--- src/sv/assert_macros.svh ---
// ----------------------------------------------------------------------------
// assertion macros
// concurrent checks that compile away when SYNTHESIS is defined
// ----------------------------------------------------------------------------
`ifndef ASSERT_MACROS_SVH
`define ASSERT_MACROS_SVH
`ifndef SYNTHESIS
`define ASSERT_IMPLY(label, clk, rst, ante, cons) \
   label: assert property (@(posedge clk) disable iff (rst) (ante) |-> (cons)) \
      else $error("same-cycle check failed");
`define ASSERT_NEXT(label, clk, rst, ante, cons) \
   label: assert property (@(posedge clk) disable iff (rst) (ante) |=> (cons)) \
      else $error("next-cycle check failed");
`else
`define ASSERT_IMPLY(label, clk, rst, ante, cons)
`define ASSERT_NEXT(label, clk, rst, ante, cons)
`endif
`endif

--- src/sv/mlwed_pkg.sv ---
// ----------------------------------------------------------------------------
// mlwed_pkg
// shared types and constants of the module-lwe decryption block
// ----------------------------------------------------------------------------
package mlwed_pkg;

   localparam int RING_DEGREE_DEFAULT = 256;
   localparam int MODULE_RANK_DEFAULT = 2;

   localparam int WORD_WIDTH      = 32;
   localparam int KEY_WIDTH       = 16;
   localparam int POSITION_WIDTH  = 10;
   localparam int MODULUS_WIDTH   = 17;
   localparam int INDEX_WIDTH     = 8;
   localparam int MESSAGE_WIDTH   = 16;
   localparam int CSR_INDEX_WIDTH = 4;

   localparam logic [1:0] MODE_LOAD_KEY    = 2'd0;
   localparam logic [1:0] MODE_LOAD_CIPHER = 2'd1;
   localparam logic [1:0] MODE_READ        = 2'd2;

   localparam logic [CSR_INDEX_WIDTH-1:0] CSR_PLAINTEXT_MODULUS = 4'd0;
   localparam logic [CSR_INDEX_WIDTH-1:0] CSR_SCALE_DELTA       = 4'd1;

   localparam logic [MODULUS_WIDTH-1:0] MODULUS_DEFAULT = 17'd65536;
   localparam logic [WORD_WIDTH-1:0]    DELTA_DEFAULT   = 32'd65536;

   typedef struct packed {
      logic [1:0]                       mode;
      logic [POSITION_WIDTH-1:0]        position;
      logic signed [KEY_WIDTH-1:0]      key_coeff;
      logic [WORD_WIDTH-1:0]            cipher_word;
   } req_type;

   typedef struct packed {
      logic [INDEX_WIDTH-1:0]   coeff_index;
      logic [MESSAGE_WIDTH-1:0] message_coeff;
   } rsp_type;

   typedef struct packed {
      logic clear;
      logic valid;
      logic negate;
   } mac_ctrl_type;

   typedef enum logic [2:0] {
      ST_IDLE,
      ST_MAC,
      ST_DRAIN,
      ST_ROUND,
      ST_QUOT,
      ST_REM_START,
      ST_REM,
      ST_FINAL
   } state_type;

endpackage

--- src/sv/mlwed_mac.sv ---
// ----------------------------------------------------------------------------
// mlwed_mac
// shared multiply-accumulate, products and sum modulo 2^32
// ----------------------------------------------------------------------------
module mlwed_mac (
   input  logic                               clock,
   input  logic                               reset,
   input  mlwed_pkg::mac_ctrl_type            ctrl,
   input  logic [mlwed_pkg::KEY_WIDTH-1:0]    key_word,
   input  logic [mlwed_pkg::WORD_WIDTH-1:0]   ct_word,
   output logic [mlwed_pkg::WORD_WIDTH-1:0]   acc
);

   localparam int EXT_WIDTH = mlwed_pkg::WORD_WIDTH - mlwed_pkg::KEY_WIDTH;

   logic [mlwed_pkg::WORD_WIDTH-1:0] key_ext;
   logic [mlwed_pkg::WORD_WIDTH-1:0] prod_in, prod_ff;
   logic                             prod_valid_ff, prod_neg_ff;
   logic [mlwed_pkg::WORD_WIDTH-1:0] acc_in, acc_ff;

   assign key_ext = {{EXT_WIDTH{key_word[mlwed_pkg::KEY_WIDTH-1]}}, key_word};
   assign prod_in = ct_word * key_ext;

   always_comb begin
      acc_in = acc_ff;
      if (ctrl.clear) begin
         acc_in = '0;
      end else if (prod_valid_ff) begin
         acc_in = prod_neg_ff ? (acc_ff - prod_ff) : (acc_ff + prod_ff);
      end
   end

   always_ff @(posedge clock) begin
      prod_ff <= prod_in;
   end

   always_ff @(posedge clock) begin
      if (reset) begin
         prod_valid_ff <= 1'b0;
         prod_neg_ff   <= 1'b0;
         acc_ff        <= '0;
      end else begin
         prod_valid_ff <= ctrl.valid;
         prod_neg_ff   <= ctrl.negate;
         acc_ff        <= acc_in;
      end
   end

   assign acc = acc_ff;

endmodule

--- config.mk ---
export PLATFORM = sky130hd
export DESIGN_NAME = mlwed_mac
export DESIGN_NICKNAME = d
export VERILOG_FILES = /design/src/sv/assert_macros.svh /design/src/sv/mlwed_pkg.sv /design/src/sv/mlwed_mac.sv
export SDC_FILE = /design/constraint.sdc
export NUM_CORES = 1
export LEC_CHECK = 0
export ABC_AREA = 1
export BUFFER_PORTS_ARGS = -buffer_cell sky130_fd_sc_hd__buf_2
export CAP_MARGIN = 0
export CORE_ASPECT_RATIO = 1.2
export CORE_UTILIZATION = 48
export DETAILED_ROUTE_END_ITERATION = 12
export GPL_ROUTABILITY_DRIVEN = 0
export GPL_TIMING_DRIVEN = 0
export HOLD_SLACK_MARGIN = 0.03
export SLEW_MARGIN = 10
export SYNTH_ARGS = -nofsm -noshare
export SYNTH_HDL_FRONTEND = slang
export SYNTH_SLANG_ARGS = --single-unit
--- constraint.sdc ---
create_clock -name clock -period 9.72 [get_ports clock]
set_clock_uncertainty 0.15 [all_clocks]
set_input_delay 0.972 -clock clock [delete_from_list [all_inputs] [get_ports clock]]
set_output_delay 0.972 -clock clock [all_outputs]
set_load 0.02 [all_outputs]
# After elaboration in Yosys (flattened, before gate mapping)
# Index checks and enable logic that the tools add are counted.
# Widths: inputs -> output; s select.
# classes
addsub	2
n_mul	1
reduce_logical	1
muxes	1
# op_table
op	n
$add 32x32->32	1
$mul 32x16->32	1
$mux 32	1
$sub 32x32->32	1
$reduce_or 2->1	1
# totals
regBits	66
word_cells	9

# Depth between registers and ports, before layout
# Gate-level depths: netlist (run 1).
# depth
word_depth	2
ltp_mapped	29
mapped_depth_nobuf	27

# Worst setup path before layout (run 1)
# Ideal clock, no wire load.
# synth_path
kind	input -> register
startpoint	input port key_word[3] in the netlist's numbering
endpoint	register prod_ff[27] in the netlist's numbering
arrival_time_ns	5.918
n_path_buf	2
cell_stages	23
required_ns	9.447
path_slack_ns	3.529
cell_sequence	clkbuf_1 -> clkbuf_1 -> nand2_1 -> fa_1 -> inv_1 -> fa_1 -> inv_1 -> fa_1 -> inv_1 -> fa_1 -> fa_1 -> inv_1 -> fa_1 -> inv_1 -> ha_1 -> nand2_1 -> inv_1 -> nand2_1 -> nor3_1 -> nand4_1 -> nand3_1 -> a21oi_1 -> xor2_1
# synth_via
elab_chain_cells	1
# synth_lines
item	line	text
start: declaration	mlwed_mac.sv:9	input logic [mlwed_pkg::KEY_WIDTH-1:0] key_word,
$mul 32x16->32	mlwed_mac.sv:22	assign prod_in = ct_word * key_ext;
named net prod_in, one bit	mlwed_mac.sv:17	logic [mlwed_pkg::WORD_WIDTH-1:0] prod_in, prod_ff;
end signal: assignment	mlwed_mac.sv:34	prod_ff <= prod_in;
end: declaration	mlwed_mac.sv:17	
# The timed path passes the listed nets, and every way through them passes these cells.
# A chain may end at the register's enable or synchronous reset.

# Worst setup path after layout (run 1)
# layout_path
startpoint	input port key_word[3] in the netlist's numbering
endpoint	register prod_ff[25] in the netlist's numbering
# The elaborated chain is that of the path after synthesis.

==> results of run 1 <==
## synth_stat cells, types with 6 or more instances
cell type / instances
buf_2: 11
o21ai_1: 15
nand2_1: 622
o21ai_0: 47
a21oi_1: 70
nand3_1: 74
xor2_1: 55
nor2_1: 151
inv_2: 10
clkbuf_1: 65
xnor2_1: 22
a31oi_1: 8
inv_1: 706
nand3b_1: 6
nor3_1: 8
fa_1: 305
a21o_1: 9
buf_1: 11
nand4_1: 18
nor2_2: 7
ha_1: 124
dfxtp_1: 66
## state kept, by name (all words and copies together), names as in the netlist
signal,count
acc,32
prod_ff,32
prod_neg_ff,1
prod_valid_ff,1
## layout make-up
type	count	area, um^2	area share
clock inverters	3	15.0	0.000807
multi-input cells	1597	13100	0.703
plain buffers	89	350	0.0188
clock buffers	12	256	0.0138
repair buffers	61	305	0.0164
inverters	717	2690	0.145
flip-flops and latches	66	1320	0.0710
well taps	468	586	0.0315
## worst paths after layout
check,depth (start not counted),to,startpoint
setup / recovery,20,prod_ff[25]$_DFF_P_,key_word[3]
setup reg to reg,18,acc[29]$_SDFFE_PP0P_,prod_neg_ff$_SDFF_PP0_
hold / removal,4,acc[31]$_SDFFE_PP0P_,acc[31]$_SDFFE_PP0P_
hold reg to reg,4,acc[31]$_SDFFE_PP0P_,acc[31]$_SDFFE_PP0P_
## cell families after synthesis
family / Yosys count
and+or+nand+nor: 913
buffers and inverters: 806
adders and majority gates: 429
AOI/OAI and AO/OA: 178
xor gates and xnor gates: 77
DFF: 66
## metrics by stage
stage	area, um^2	instances	util	hold WS (ns)	setup WS (ns)
floorplan	17500	2469	-	0.370	3.53
global placement	18300	2998	0.512	0.362	1.79
detailed placement	18300	2998	0.512	0.369	1.78
CTS	18600	3013	0.519	0.382	2.13
global route	18600	3013	0.519	0.408	1.85
finish	18600	3013	0.519	0.378	2.04
## metal layers
| layer | vias to the layer above | track usage |
|---|---|---|
| li1 | 7250 | - |
| met1 | 7236 | 0.307 |
| met4 | 0 | 0.163 |
| met3 | 160 | 0.0232 |
| met5 | - | 0 |
| met2 | 464 | 0.562 |
## worst max-delay path, stage by stage
cell and delay, ns:
buf_2 0.10, clkbuf_1 0.68, clkbuf_1 0.78, nand2_1 0.16
fa_1 0.51, fa_1 0.48, fa_1 0.57, inv_1 0.07
fa_1 0.49, fa_1 0.49, inv_1 0.05, fa_1 0.47
inv_1 0.04, ha_1 0.32, a21oi_1 0.20, o21ai_0 0.18
a31oi_1 0.50, nand3_1 0.33, a21oi_1 0.27, xnor2_1 0.14
==> qor.txt, run 1 <==
outcome -> complete, no violations
crit path capture type -> flip-flop
GRT overflow -> 0
DR WL met2 -> 27.1 mm
critical-path maximum fanout -> 10
Hold Path Class -> reg -> reg
top_reg_cell synth -> dfxtp_1
Final #Nets -> 3023
Least-Margin Pin Slew -> 0.942 ns
Post-synth EDFFs -> 0
routed wl met3 -> 2.25 mm
ys async rst share -> 0
register bit total from synthesis -> 66
root buf cell -> clkbuf_16
Tmin final -> 7.68 ns
maxcap violations -> 0
H-Tree Depth -> 3
top cell type's share of synthesized area -> 0.350
adder-cell area share of the yosys netlist -> 0.439
synth top area cells -> fa_1 (35%), inv_1 (15%), nand2_1 (13%)
RSZ-0062 raised after global routing -> no
I/O Pins -> 85
Layout area overhead -> 6.66%
yosys warns -> 0
number of hold buffers added after CTS -> 0
Port-buffer cells -> 61
Routed WL -> 51.2 mm
remaining antenna violation count after routing -> 0
max_slew headroom -> 0.372
critical path launch point type -> input pin
die area -> 37100 um^2
first-pass GRT wire length -> 82.0 mm
Metal-1 WL -> 18.8 mm
main combinational cell family by area after synthesis -> adder cells
DP Wirelength -> 44.0 mm
Slew Viols, Final -> 0
detailed-router iteration count before antenna repair -> 6
CTS tree -> done
fillers -> 3609
cts repair resizes -> 0
Hold Violations, Final -> 0
Final period util -> 0.790
ant diodes -> 0
critical path data required time -> 9.84 ns
sequential share of the synthesized area -> 0.0757
r2r setup slk -> 6.05 ns
width of the chip -> 176 um
synthesized area per cell -> 7.07 um^2
drt first-iter violations -> 964
Avg WL per Cell -> 17.0 um
critical path class -> in -> reg
compound-cell area share of the yosys netlist -> 0.0581
Synth Area in XOR/XNOR -> 0.0386
net count after synthesis -> 2951
Clock Latency Late Sink -> 0.34 ns
Setup Fix Bufs, Post-CTS -> 0
multiplexer share of the synthesized area -> 0
Remaining DRCs -> 0
Syn Std Cell Area -> 17500 um^2
vias in the first global route -> 15970
layout cells sized above 1 -> 0.0538
Netlist cell types -> 44
Fin Setup TNS -> 0 ns
CTS sink count -> 66
clock buffer depth -> 2
Core ar. -> 35800 um^2
Syn Inst Count -> 2469
# setup viols final -> 0
DIE HEIGHT -> 211 um
Via density -> 5.01
initial core utilization -> 0.487
Total GRT Usage -> 0.291
top layer in use -> met4
fmax -> 0.130 GHz
crit path DAT -> 7.80 ns
routed via count -> 15110
most frequent cells in the layout -> inv_1 (706), nand2_1 (622), fa_1 (305)
simple-gate share of the synthesized area -> 0.215
leading area contributor after synthesis -> fa_1
initial antenna violation count -> 0
largest net degree at the start of global routing -> 11
Clock Pin Slew Worst Setup and Hold Paths -> 0.05 ns
commonest non-fill, non-tap cell in the layout -> inv_1
Site Rows -> 76
cts bufs inserted -> 9
Power of run 1 is left out: the tool's default activity adds up to more than one toggle a clock period on the data nets, which glitch-free logic cannot reach.
==> inputs of run 2 (changes only) <==
Settings changed: PLACE_DENSITY set to 0.67.
Clock period 9.72 ns to 6.7 ns, I/O delays scaled along.
==> run 2 against run 1 <==
- sequential cell count did not move
- setup slack got worse by 1.9 ns
- cell count barely moved
- via count rose by 2.0%
- highest routed layer unchanged
- sequential share of layout area barely moved
- core utilization rose by 0.20 points
==> qor.txt, run 2 (same netlist as run 1, synthesis figures left out) <==
outcome -> complete, no violations
critical path data required time -> 6.81 ns (-3.03 ns)
initial core utilization -> 0.487 (unchanged)
first-pass GRT wire length -> 80.4 mm (-1.9%)
critical path launch point type -> input pin
Slew Viols, Final -> 0 (unchanged)
Hold Path Class -> in -> reg
top layer in use -> met4
H-Tree Depth -> 3 (unchanged)
Clock Pin Slew Worst Setup and Hold Paths -> 0.06 ns (about the same)
root buf cell -> clkbuf_16
remaining antenna violation count after routing -> 0 (unchanged)
R2R Path Start -> prod_neg_ff$_SDFF_PP0_
Fin Setup TNS -> 0 ns (unchanged)
most frequent CP cell -> fa_1
Routed WL -> 49.6 mm (-3.2%)
RSZ-0062 raised after global routing -> yes
critical-path maximum fanout -> 10 (unchanged)
Final period util -> 0.973
Port-buffer cells -> 61 (unchanged)
# placed instances -> 2998 (unchanged)
Via density -> 5.12 (+2.1%)
fmax -> 0.153 GHz
most frequent cells in the layout -> inv_1 (706), nand2_1 (622), fa_1 (305)
largest net degree at the start of global routing -> 20 (+9)
Site Rows -> 76 (unchanged)
crit path capture type -> flip-flop
routed wl met3 -> 3.09 mm (+38%)
commonest non-fill, non-tap cell in the layout -> inv_1
layout cells sized above 1 -> 0.0637 (+0.00987)
clock buffer depth -> 2 (unchanged)
Total GRT Usage -> 0.281 (-0.00983)
maxcap violations -> 0 (unchanged)
detailed-router iteration count before antenna repair -> 8 (+2)
I/O Pins -> 85 (unchanged)
GRT overflow -> 0 (unchanged)
Avg WL per Cell -> 16.5 um (-3.2%)
Crit path buffers/inverters -> 3 (-3)
vias in the first global route -> 16328 (+2.2%)
area post-placement -> 18300 um^2 (unchanged)
critical path class -> in -> reg
DIE HEIGHT -> 211 um (unchanged)
width of the chip -> 176 um (unchanged)
fillers -> 3515 (-2.6%)
Final Cell Area -> 18700 um^2 (+0.38%)
drt first-iter violations -> 1018 (+5.6%)
routed via count -> 15413 (+2.0%)
Hold Violations, Final -> 0 (unchanged)
min-delay src -> reset
Clock Latency Late Sink -> 0.34 ns (about the same)
cts bufs inserted -> 9 (unchanged)
die area -> 37100 um^2 (unchanged)
Setup Fix Bufs, Post-CTS -> 0 (unchanged)
CP top delay family -> adder cells
Layout area overhead -> 7.06%
CTS sink count -> 66 (unchanged)
# setup viols final -> 0 (unchanged)
fin cells -> 3011 (-0.066%)
ant diodes -> 0 (unchanged)
CP max stage delay -> 0.59 ns (-0.19 ns)
max_slew headroom -> 0.442 (+0.0697)
CTS tree -> done
initial antenna violation count -> 0 (unchanged)
Tmin final -> 6.52 ns
Remaining DRCs -> 0 (unchanged)
Core ar. -> 35800 um^2 (unchanged)
Critical path origin -> ct_word[7]
Final #Nets -> 3020 (-0.099%)
Metal-1 WL -> 18.0 mm (-4.3%)
DP Wirelength -> 42.4 mm (-3.7%)
CP Cell Sequence -> clkbuf_1, clkbuf_2, nand2_1, fa_1, fa_1, fa_1, fa_1, fa_1, fa_1, inv_1, ha_1, a21oi_1, o21ai_0, a31oi_1, nand3_1, a21oi_1, xnor2_1
Crit-path slowest cell -> fa_1
DR WL met2 -> 24.6 mm (-9.3%)
crit path DAT -> 6.63 ns (-1.17 ns)
Least-Margin Pin Slew -> 0.837 ns (-0.105 ns)
## run 2: cell count changes in the layout (fill, tap and decap cells not counted), sizes merged
cell / delta
bufinv: +2
clkinvlp: +1
clkinv: -1
buf: -4
## run 2: metrics by stage
step | hold WS, ns | util | setup WS [ns]
after global placement | 0.372 | 0.512 | -0.742
final | 0.374 | 0.521 | 0.179
after global routing | 0.388 | 0.521 | -0.0268
after floorplan | 0.370 | - | 0.811
after detailed placement | 0.371 | 0.512 | -0.742
after CTS | 0.373 | 0.521 | 0.00865
## run 2: routing by layer
| metal | vias up | global-route usage |
|---|---|---|
| met1 | 7305 | 0.299 |
| met2 | 635 | 0.510 |
| met5 | - | 0 |
| met4 | 0 | 0.201 |
| li1 | 7259 | - |
| met3 | 214 | 0.0378 |
## run 2: path summary, 6_finish.rpt
check                                   to  slack (ns)  cells past startpoint
setup / recovery       prod_ff[25]$_DFF_P_        0.18                     17
hold / removal    prod_valid_ff$_SDFF_PP0_        0.37                      2
setup reg to reg      acc[22]$_SDFFE_PP0P_        3.18                     15
hold reg to reg       acc[21]$_SDFFE_PP0P_        0.38                      2
## run 2: final cells by class
cell class | instances | area (um^2) | area share
buffer | 86 | 372 | 0.0199
clock buffer | 11 | 243 | 0.0130
clock inverter | 5 | 77.6 | 0.00415
inverter | 717 | 2690 | 0.144
multi-input combinational | 1597 | 13100 | 0.701
sequential | 66 | 1320 | 0.0707
tap | 468 | 586 | 0.0313
timing repair buffer | 61 | 305 | 0.0163
## run 2: repair_timing
item | CTS | global route
setup endpoints to repair | 10 | 8
hold buffers | 0 | 0
pin swaps | 0 | 0
cloned | 0 | 0
hold endpoints to repair | 0 | 0
resized for setup | 2 | 45
Power of run 2 is left out for the same reason.
