File: config.mk
export PLATFORM = sky130hd
export DESIGN_NAME = mlwed_divider
export DESIGN_NICKNAME = d
export VERILOG_FILES = /design/src/sv/assert_macros.svh /design/src/sv/mlwed_pkg.sv /design/src/sv/mlwed_divider.sv
export SDC_FILE = /design/constraint.sdc
export NUM_CORES = 1
export LEC_CHECK = 0
export BUFFER_PORTS_ARGS = -buffer_cell sky130_fd_sc_hd__buf_2
export CAP_MARGIN = 40
export CORE_AREA = 8 8 122 102
export DETAILED_ROUTE_END_ITERATION = 8
export DIE_AREA = 0 0 130 110
export PLACE_DENSITY = 0.9
export REMOVE_ABC_BUFFERS = 1
export SLEW_MARGIN = 25
export SYNTH_ARGS = -nofsm -noshare
export SYNTH_HDL_FRONTEND = slang
export SYNTH_SLANG_ARGS = --single-unit
File: constraint.sdc
create_clock -name clock -period 4.2 [get_ports clock]
set_input_delay 0.21 -clock clock [delete_from_list [all_inputs] [get_ports clock]]
set_output_delay 0.21 -clock clock [all_outputs]
set_load 0.02 [all_outputs]
File: src/sv/assert_macros.svh
// ----------------------------------------------------------------------------
// assertion macros
// concurrent checks that compile away when SYNTHESIS is defined
// ----------------------------------------------------------------------------
`ifndef ASSERT_MACROS_SVH
`define ASSERT_MACROS_SVH
`ifndef SYNTHESIS
`define ASSERT_IMPLY(label, clk, rst, ante, cons) \
   label: assert property (@(posedge clk) disable iff (rst) (ante) |-> (cons)) \
      else $error("same-cycle check failed");
`define ASSERT_NEXT(label, clk, rst, ante, cons) \
   label: assert property (@(posedge clk) disable iff (rst) (ante) |=> (cons)) \
      else $error("next-cycle check failed");
`else
`define ASSERT_IMPLY(label, clk, rst, ante, cons)
`define ASSERT_NEXT(label, clk, rst, ante, cons)
`endif
`endif

File: src/sv/mlwed_pkg.sv
// ----------------------------------------------------------------------------
// mlwed_pkg
// shared types and constants of the module-lwe decryption block
// ----------------------------------------------------------------------------
package mlwed_pkg;

   localparam int RING_DEGREE_DEFAULT = 256;
   localparam int MODULE_RANK_DEFAULT = 2;

   localparam int WORD_WIDTH      = 32;
   localparam int KEY_WIDTH       = 16;
   localparam int POSITION_WIDTH  = 10;
   localparam int MODULUS_WIDTH   = 17;
   localparam int INDEX_WIDTH     = 8;
   localparam int MESSAGE_WIDTH   = 16;
   localparam int CSR_INDEX_WIDTH = 4;

   localparam logic [1:0] MODE_LOAD_KEY    = 2'd0;
   localparam logic [1:0] MODE_LOAD_CIPHER = 2'd1;
   localparam logic [1:0] MODE_READ        = 2'd2;

   localparam logic [CSR_INDEX_WIDTH-1:0] CSR_PLAINTEXT_MODULUS = 4'd0;
   localparam logic [CSR_INDEX_WIDTH-1:0] CSR_SCALE_DELTA       = 4'd1;

   localparam logic [MODULUS_WIDTH-1:0] MODULUS_DEFAULT = 17'd65536;
   localparam logic [WORD_WIDTH-1:0]    DELTA_DEFAULT   = 32'd65536;

   typedef struct packed {
      logic [1:0]                       mode;
      logic [POSITION_WIDTH-1:0]        position;
      logic signed [KEY_WIDTH-1:0]      key_coeff;
      logic [WORD_WIDTH-1:0]            cipher_word;
   } req_type;

   typedef struct packed {
      logic [INDEX_WIDTH-1:0]   coeff_index;
      logic [MESSAGE_WIDTH-1:0] message_coeff;
   } rsp_type;

   typedef struct packed {
      logic clear;
      logic valid;
      logic negate;
   } mac_ctrl_type;

   typedef enum logic [2:0] {
      ST_IDLE,
      ST_MAC,
      ST_DRAIN,
      ST_ROUND,
      ST_QUOT,
      ST_REM_START,
      ST_REM,
      ST_FINAL
   } state_type;

endpackage

File: src/sv/mlwed_divider.sv
// ----------------------------------------------------------------------------
// mlwed_divider
// restoring divider, one quotient bit per cycle
// ----------------------------------------------------------------------------
module mlwed_divider (
   input  logic                               clock,
   input  logic                               reset,
   input  logic                               start,
   input  logic [mlwed_pkg::WORD_WIDTH-1:0]   dividend,
   input  logic [mlwed_pkg::WORD_WIDTH-1:0]   divisor,
   output logic                               done,
   output logic [mlwed_pkg::WORD_WIDTH-1:0]   quotient,
   output logic [mlwed_pkg::WORD_WIDTH-1:0]   remainder
);

   localparam int W  = mlwed_pkg::WORD_WIDTH;
   localparam int CW = $clog2(W + 1);

   logic [W-1:0]  rem_ff, rem_in;
   logic [W-1:0]  quo_ff, quo_in;
   logic [W-1:0]  dsr_ff;
   logic [CW-1:0] cnt_ff, cnt_in;
   logic          running_ff, running_in;
   logic          done_ff, done_in;
   logic [W:0]    shifted, trial;

   always_comb begin
      shifted    = {rem_ff, quo_ff[W-1]};
      trial      = shifted - {1'b0, dsr_ff};
      rem_in     = rem_ff;
      quo_in     = quo_ff;
      cnt_in     = cnt_ff;
      running_in = running_ff;
      done_in    = 1'b0;
      if (start) begin
         rem_in     = '0;
         quo_in     = dividend;
         cnt_in     = CW'(W);
         running_in = 1'b1;
      end else if (running_ff) begin
         if (!trial[W]) begin
            rem_in = trial[W-1:0];
         end else begin
            rem_in = shifted[W-1:0];
         end
         quo_in = {quo_ff[W-2:0], !trial[W]};
         cnt_in = cnt_ff - 1'b1;
         if (cnt_ff == CW'(1)) begin
            running_in = 1'b0;
            done_in    = 1'b1;
         end
      end
   end

   always_ff @(posedge clock) begin
      rem_ff <= rem_in;
      quo_ff <= quo_in;
      if (start) begin
         dsr_ff <= divisor;
      end
   end

   always_ff @(posedge clock) begin
      if (reset) begin
         cnt_ff     <= '0;
         running_ff <= 1'b0;
         done_ff    <= 1'b0;
      end else begin
         cnt_ff     <= cnt_in;
         running_ff <= running_in;
         done_ff    <= done_in;
      end
   end

   assign done      = done_ff;
   assign quotient  = quo_ff;
   assign remainder = rem_ff;

endmodule
# After elaboration in Yosys (flattened, before gate mapping)
# Index checks and enable logic that the tools add are counted.
[totals]
reg_bits = 104
out_inout_bits = 65
wordCells = 24
[classes]
addsub = 2
n_eq_ne = 1
muxes = 9
bitwise = 1
n_reduce_logical = 4
[op_table]
columns = ["cell", "count"]
rows = [
  ["$mux W32", 3],
  ["$sub A33 B32 Y33", 1],
  ["$mux W6", 2],
  ["$eq A6 B1 Y1 const B", 1],
  ["$sub A6 B1 Y6 const B", 1],
  ["$mux W1", 4],
  ["$reduce_or A3 Y1", 1],
  ["$reduce_bool A2 Y1", 1],
  ["$reduce_or A2 Y1", 1],
  ["$logic_not A1 Y1", 1],
  ["$not A1 Y1", 1],
]

# Depth between registers and ports, before layout
# Gate-level depths: netlist of run 1.
[depth]
ltp_word = 4
depth_mapped = 13
ltp_nobuf = 12

# Worst setup path after synthesis of run 1
# OpenSTA, ideal clock, no wires.
[synth_timing]
path_kind = "register to register"
start = "reg quo_ff[31], in the netlist quotient[31]"
end = "reg quo_ff[0], in the netlist quotient[0] (data pin)"
setup_ps = 260
arrival_ps = 2715
required_time_ps = 3940
path_slack_ps = 1225
path_stages_with_launch = 13
path_buffers = 1
synth_period_minus_slack_ps = 2975
path_cell_list = "edfxtp_1 > inv_1 > ha_1 > fa_1 > nand2b_1 > a21oi_1 > nand4_1 > o2111ai_2 > a21oi_2 > o211ai_4 > xnor2_4 > buf_8 > mux2_2"
[synth_between]
elab_chain_len = 4
[synth_lines]
columns = ["element", "line_no", "source"]
rows = [
  ["start: declaration", "mlwed_divider.sv:20", "logic [W-1:0] quo_ff, quo_in;"],
  ["start signal: assignment", "mlwed_divider.sv:57", "quo_ff <= quo_in;"],
  ["$sub A33 B32 Y33", "mlwed_divider.sv:29", "trial = shifted - {1'b0, dsr_ff};"],
  ["$logic_not A1 Y1", "mlwed_divider.sv:46", "quo_in = {quo_ff[W-2:0], !trial[W]};"],
  ["$mux W32", "mlwed_divider.sv:40", "end else if (running_ff) begin"],
  ["$mux W32", "mlwed_divider.sv:35", "if (start) begin"],
  ["via quo_in[0]", "mlwed_divider.sv:20", ""],
]
# The timed path passes the listed nets, and every way through them passes these cells. The select of a mux whose other input is x is not followed.
# A chain may end at the register's enable or synchronous reset.

# Worst setup path in the final report of run 1
[layout_timing]
start = "reg quo_ff[31], in the netlist quotient[31]"
end = "reg rem_ff[25], in the netlist remainder[25]"
[layout_between]
elab_chain_len = 2
[layout_lines]
columns = ["element", "line_no", "source"]
rows = [
  ["$sub A33 B32 Y33", "mlwed_divider.sv:29", ""],
  ["$mux W32", "mlwed_divider.sv:41", "if (!trial[W]) begin"],
  ["end signal: assignment", "mlwed_divider.sv:56", "rem_ff <= rem_in;"],
  ["end: declaration", "mlwed_divider.sv:19", "logic [W-1:0] rem_ff, rem_in;"],
]
# No other way between the ends.

==> run_results.csv, run 1 <==
group,metric,value,unit
placement,postPlaceCellArea,6720,µm²
drt,vias,4835,
worst_setup_path,critPathBufInv,3,
synth,synth_edf_count,64,
power_and_ir_drop,switching_power,0.994,mW
worst_setup_path,crit_arrival,3660,ps
cts,htreeDepth,3,
power_and_ir_drop,p_per_area,425,nW/µm²
synth,yosysMostFrequentCell,"edfxtp_1",
final_layout,final_layout_size_suffix_gt1_share,27.9,%
sta,hold_slack,34.8,ps
final_layout,insertedDiodeCount,0,
worst_setup_path,max_stage_delay,420,ps
sta,timing.slew.headroom,52.7,%
power_and_ir_drop,internal_power,1.98,mW
die,ios,132,
drt,drtIter0Drc,309,
synth,yosysSeqAreaShare,45.3,%
sta,final-max-slew-violation-count,0,
drt,drcViolationCount,0,
drt,wl,14700,µm
synth,avgSynthCellArea,10.4,µm²
cts,clk_pin_slew,70,ps
status,status,"complete, no violations",
sta,setup_viol,0,
sta,fin_tns_setup,0,ps
synth,synth_cells,579,
power_and_ir_drop,comb_power_share,31.0,%
cts,post-cts-setup-buffers,0,
synth,ys_types,62,
final_layout,nNetsFinal,803,
flow_run,drv_cap,0,
sta,period_share,82.7,%
placement,post-dp-hpwl,11200,µm
synth,synth-main-ff-cell,"edfxtp_1",
synth,synth_top_cell_by_area,"edfxtp_1",
placement,routabilityCongestion,0.903,
worst_setup_path,critPathKind,"reg2reg",
synth,async_flop_share,0,%
die,initial_utilization,57.2,%
cts,cts_hold_buf,0,
die,dieArea,14300,µm²
power_and_ir_drop,leakagePower,3.06,nW
power_and_ir_drop,switching_share,33.4,%
drt,viasPerCell,5.69,
sta,tightestPinTransition,709,ps
grt,grt_usage,21.3,%
cts,clock_latency,340,ps
cts,clock_tree.buffer_depth,2,
worst_setup_path,critPathTopFamily,"compound AO/OA/AOI/OAI gates",
sta,finalHoldViolCount,0,
synth,synth-seq-cells,104,
worst_setup_path,path_cells,"inv_1 -> ha_1 -> fa_1 -> nand2b_1 -> a21oi_1 -> nand4_1 -> o2111ai_2 -> a21oi_2 -> o211ai_4 -> xnor2_4 -> buf_8 -> buf_4 -> mux2i_1 -> a211oi_1",
die,die_width,130,µm
die,die_y,110,µm
grt,antenna_found_initial,0,
cts,numClockSinks,104,
placement,port_buffers,131,
sta,fmax,288,MHz
grt,grt_first_pass_wirelength,24400,µm
synth,netlist_area,6010,µm²
drt,first_pass_iters,5,
worst_setup_path,critPathMaxFanout,13,
grt,grt_max_degree,65,
synth,yosysWarningCount,0,
drt,wl_per_cell,17.3,µm
die,coreArea,10500,µm²
synth,synth_area_leaders,"edfxtp_1, dfxtp_1, ha_1",
sta,finalCriticalPeriod,3470,ps
cts,root_buffer,"clkbuf_16",
final_layout,area_growth,16.8,%
sta,clock_skew,13.3,ps
synth,synthTopCellsByCount,"edfxtp_1, nor2_1, inv_1",
power_and_ir_drop,p_clk_share,26.7,%
worst_setup_path,slowest_stage,"fa_1",
sta,rsz0062_at_grt,"false",
power_and_ir_drop,power_frac_seq,42.3,%
cts,tritoncts,"done",
synth,synth_top_area_share,32.0,%
die,rows,34,
cts,ctsResizeCount,0,
min_path,worstHoldPathType,"in2reg",
grt,grt_pass1_vias,4998,
drt,ant_nets,0,
power_and_ir_drop,peakVddDrop,233,µV
final_layout,design_area,7020,µm²
grt,grt_overflow,0,
cts,cts_buffers,9,
worst_setup_path,setup.worst_path.start_class,"flop",
worst_setup_path,required,4390,ps
worst_setup_path,end_kind,"flop",
power groups by stage:
stage / combinational [mW] / sequential [mW] / clock [mW]
4_1_cts: 0.915 / 1.26 / 0.816
6_report: 0.923 / 1.26 / 0.796
5_1_grt: 1.01 / 1.27 / 0.852
3_3_place_gp: 0.877 / 1.28 / 0
3_5_place_dp: 0.907 / 1.28 / 0
2_1_floorplan: 0.563 / 1.36 / 0
logic make-up after synthesis:
group           share of synthesized area (%)
mux                                      10.8
compound gates                           15.0
xor+xnor                                 5.27
buf+inv                                  5.40
fa+ha+maj                                7.42
simple gates                             10.8
flops                                    45.3
worst reg2reg max path: stages, from the launching register on:
cell,delay (ps)
edfxtp_1,340
inv_1,50
ha_1,210
fa_1,420
nand2b_1,200
a21oi_1,180
nand4_1,140
o2111ai_2,170
a21oi_2,160
o211ai_4,320
xnor2_4,260
buf_8,240
buf_4,270
mux2i_1,250
a211oi_1,100
stage by stage:
step	setup slack [ps]	power [mW]	cells	util [%]
4_1_cts	606	2.99	849	66.6
5_1_grt	515	3.14	850	66.8
6_report	727	2.98	850	66.8
3_5_place_dp	651	2.19	833	64.0
3_3_place_gp	863	2.15	833	64.0
2_1_floorplan	1000	1.92	554	-
final timing paths:
path	startpoint	end	slack, ps	cells after the start
worst max-delay path	quotient[31]$_DFFE_PP_	remainder[25]$_SDFFE_PP0P_	730	14
worst min-delay path	divisor[21]	dsr_ff[21]$_DFFE_PP_	30	1
worst max register to register	quotient[31]$_DFFE_PP_	remainder[25]$_SDFFE_PP0P_	730	14
worst min register to register	cnt_ff[0]$_SDFFE_PP0P_	cnt_ff[0]$_SDFFE_PP0P_	500	2
cell usage in the layout, fill, tap and decap left out, types with 9 or more instances in the layout:
| master | synthesis | final |
|---|---|---|
| buf_2 | 2 | 130 |
| edfxtp_1 | 64 | 64 |
| nor2_1 | 58 | 58 |
| inv_1 | 44 | 44 |
| dfxtp_1 | 40 | 39 |
| nand2_1 | 38 | 38 |
| a21oi_1 | 36 | 36 |
| ha_1 | 34 | 34 |
| mux2_2 | 32 | 32 |
| a211oi_1 | 31 | 31 |
| mux2i_1 | 29 | 29 |
| xnor2_1 | 22 | 22 |
| o21ai_0 | 17 | 17 |
| nand3_1 | 11 | 11 |
| nor3_1 | 11 | 11 |
| xor2_1 | 11 | 11 |
| a21o_1 | 10 | 10 |
| clkbuf_16 | 0 | 9 |
layout make-up:
cell class	count	area [µm²]
Multi-Input combinational cell	405	2960
Clock inverter	6	51.3
Clock buffer	10	229
Timing Repair Buffer	136	703
Fill cell	824	3490
Inverter	45	169
Sequential cell	104	2720
Tap cell	144	180
sequential cells by signal (all words and copies together), names as in the netlist:
| name | cells |
|---|---|
| cnt_ff | 6 |
| running_ff | 1 |
| quotient | 32 |
| dsr_ff | 32 |
| remainder | 32 |
| done | 1 |
layer usage:
layer	routed length (µm)	GRT usage [%]	vias to the layer above
met5	0	0	-
met4	281	7.28	0
met3	1340	7.60	20
met2	6810	35.1	174
met1	6230	25.5	2304
li1	-	-	2337
(Power assumes the default switching activity.)
==> inputs of run 2 (changes only) <==
--- a/config.mk
+++ b/config.mk
@@ -7,10 +7,10 @@
 export LEC_CHECK = 0
 export BUFFER_PORTS_ARGS = -buffer_cell sky130_fd_sc_hd__buf_2
 export CAP_MARGIN = 40
-export CORE_AREA = 8 8 122 102
+export CORE_AREA = 8 8 126 105
 export DETAILED_ROUTE_END_ITERATION = 8
-export DIE_AREA = 0 0 130 110
-export PLACE_DENSITY = 0.9
+export DIE_AREA = 0 0 134 113
+export PLACE_DENSITY = 0.86
 export REMOVE_ABC_BUFFERS = 1
 export SLEW_MARGIN = 25
 export SYNTH_ARGS = -nofsm -noshare
==> constraint.sdc (replaced) <==
create_clock -name clock -period 3.5 [get_ports clock]
set_input_delay 0.175 -clock clock [delete_from_list [all_inputs] [get_ports clock]]
set_output_delay 0.175 -clock clock [all_outputs]
set_load 0.02 [all_outputs]
==> run_results.csv, run 2 (same netlist as run 1, synthesis figures left out) <==
group,metric,value,unit
die,coreArea,11200,µm²
cts,cts_buffers,9,
sta,period_share,89.6,%
final_layout,layout_commonest_cell,"buf_2",
sta,timing.slew.headroom,53.1,%
die,initial_utilization,53.8,%
worst_setup_path,critPathKind,"reg2reg",
sta,setup_viol,0,
power_and_ir_drop,switching_share,33.0,%
die,dieArea,15100,µm²
power_and_ir_drop,comb_power_share,30.5,%
drt,viasPerCell,5.51,
cts,htreeDepth,3,
drt,drtIter0Drc,277,
sta,rsz0062_at_grt,"false",
worst_setup_path,max_stage_delay,400,ps
sta,finalHoldViolCount,0,
die,ios,132,
grt,grt_usage,20.0,%
grt,grt_max_degree,60,
cts,clock_latency,350,ps
min_path,worstHoldPathType,"in2reg",
grt,antenna_found_initial,0,
power_and_ir_drop,p_per_area,505,nW/µm²
sta,final-max-slew-violation-count,0,
worst_setup_path,setup.worst_path.start_class,"flop",
drt,wl,15100,µm
final_layout,nNetsFinal,833,
worst_setup_path,required,3710,ps
worst_setup_path,end_kind,"flop",
placement,routabilityCongestion,0.900,
cts,clk_pin_slew,80,ps
drt,drcViolationCount,0,
power_and_ir_drop,switching_power,1.22,mW
grt,grt_pass1_vias,5119,
drt,vias,4874,
final_layout,fillers,890,
final_layout,final_layout_size_suffix_gt1_share,27.0,%
die,die_y,113,µm
sta,clock_skew,9.57,ps
drt,ant_nets,0,
final_layout,multi_input_area,2960,µm²
final_layout,final_util,65.8,%
die,die_width,134,µm
drt,wl_per_cell,17.1,µm
power_and_ir_drop,power_frac_seq,41.1,%
cts,clock_tree.buffer_depth,2,
final_layout,design_area,7350,µm²
status,status,"complete, no violations",
worst_setup_path,critPathBufInv,2,
grt,grt_overflow,0,
sta,finalCriticalPeriod,3140,ps
final_layout,layout_common_cells,"buf_2, edfxtp_1, nor2_1",
sta,fin_tns_setup,0,ps
placement,post-dp-hpwl,11300,µm
final_layout,area_growth,22.4,%
power_and_ir_drop,peakVddDrop,372,µV
sta,fmax,319,MHz
worst_setup_path,crit_arrival,3350,ps
flow_run,drv_cap,0,
die,rows,35,
cts,numClockSinks,104,
power_and_ir_drop,p_clk_share,28.4,%
final_layout,seqCellArea,2720,µm²
power_and_ir_drop,leakagePower,3.20,nW
worst_setup_path,critPathMaxFanout,21,
worst_setup_path,slowest_stage,"fa_1",
placement,port_buffers,131,
cts,root_buffer,"clkbuf_16",
power_and_ir_drop,p_total,3.71,mW
worst_setup_path,path_cells,"inv_1 -> ha_1 -> fa_1 -> nand2b_1 -> a21oi_1 -> nand4_1 -> o2111ai_2 -> a21oi_2 -> o211ai_4 -> xnor2_4 -> buf_12 -> mux2i_1 -> a211oi_1",
sta,tightestPinTransition,704,ps
cts,tritoncts,"done",
cts,ctsResizeCount,0,
power_and_ir_drop,internal_power,2.49,mW
grt,grt_first_pass_wirelength,24700,µm
final_layout,insertedDiodeCount,0,
worst_setup_path,critPathTopFamily,"compound AO/OA/AOI/OAI gates",
drt,first_pass_iters,6,
placement,postPlaceCellArea,6740,µm²
run 2: cell types whose count changed in the layout (fill, tap and decap cells not counted), sizes merged:
cell,change
buf,+1
bufinv,+1
clkbuf,-1
clkinv,-3
dlygate4sd3,+29
inv,+3
run 2: power by group through the flow:
| stage | registers (mW) | logic, mW | clock network (mW) |
|---|---|---|---|
| after global placement | 1.54 | 1.06 | 0 |
| final | 1.52 | 1.13 | 1.05 |
| after CTS | 1.52 | 1.12 | 1.07 |
| after detailed placement | 1.55 | 1.09 | 0 |
| after global routing | 1.54 | 1.24 | 1.11 |
| after floorplan | 1.63 | 0.675 | 0 |
run 2: path summary, 6_finish.rpt:
path                                from                         to  slack, ps  depth (start not counted)
setup / recovery  quotient[31]$_DFFE_PP_  remainder[3]$_SDFFE_PP0P_        360                         13
hold / removal                divisor[1]        dsr_ff[1]$_DFFE_PP_         10                          1
setup reg to reg  quotient[31]$_DFFE_PP_  remainder[3]$_SDFFE_PP0P_        360                         13
hold reg to reg   cnt_ff[0]$_SDFFE_PP0P_     cnt_ff[0]$_SDFFE_PP0P_        510                          2
run 2: cell type report:
cell class              count  area share [%]
multi-input cells         405            40.3
inverters                  45            2.30
clock inverters             7            1.11
repair buffers            166            13.7
flip-flops and latches    104            37.1
well taps                 148            2.52
clock buffers               9            3.06
run 2: routing by layer:
layer / global-route usage (%) / up-vias / share of wire [%] / wire length [µm]
met1: 24.1 / 2288 / 44 / 6580
met4: 6.20 / 0 / 1.6 / 239
met5: 0 / - / 0 / 0
met2: 32.6 / 160 / 47 / 7040
met3: 7.26 / 17 / 8.3 / 1260
li1: - / 2409 / - / -
run 2: timing repair:
| action | CTS | global route |
|---|---|---|
| setup buffers | 0 | 2 |
| setup endpoints to repair | 0 | 2 |
| hold buffers | 29 | 0 |
| endpoints found under the hold margin | 30 | 0 |
run 2: per-stage QoR:
step | instances | hold slack, ps | setup WS, ps
detailed placement | 837 | 353 | 242
floorplan | 554 | 244 | 304
global placement | 837 | 352 | 391
CTS | 882 | 3.72 | 193
global route | 884 | 2.29 | 150
finish | 884 | 13.4 | 364
run 2: worst register-to-register path: cells and delay by family (launching register included):
| family | cells | cell delay [ps] |
|---|---|---|
| buffers and inverters | 2 | 280 |
| xor gates and xnor gates | 1 | 200 |
| AOI/OAI and AO/OA | 5 | 940 |
| and+or+nand+nor | 2 | 340 |
| muxes | 1 | 260 |
| adders and majority gates | 2 | 620 |
| DFF | 1 | 340 |
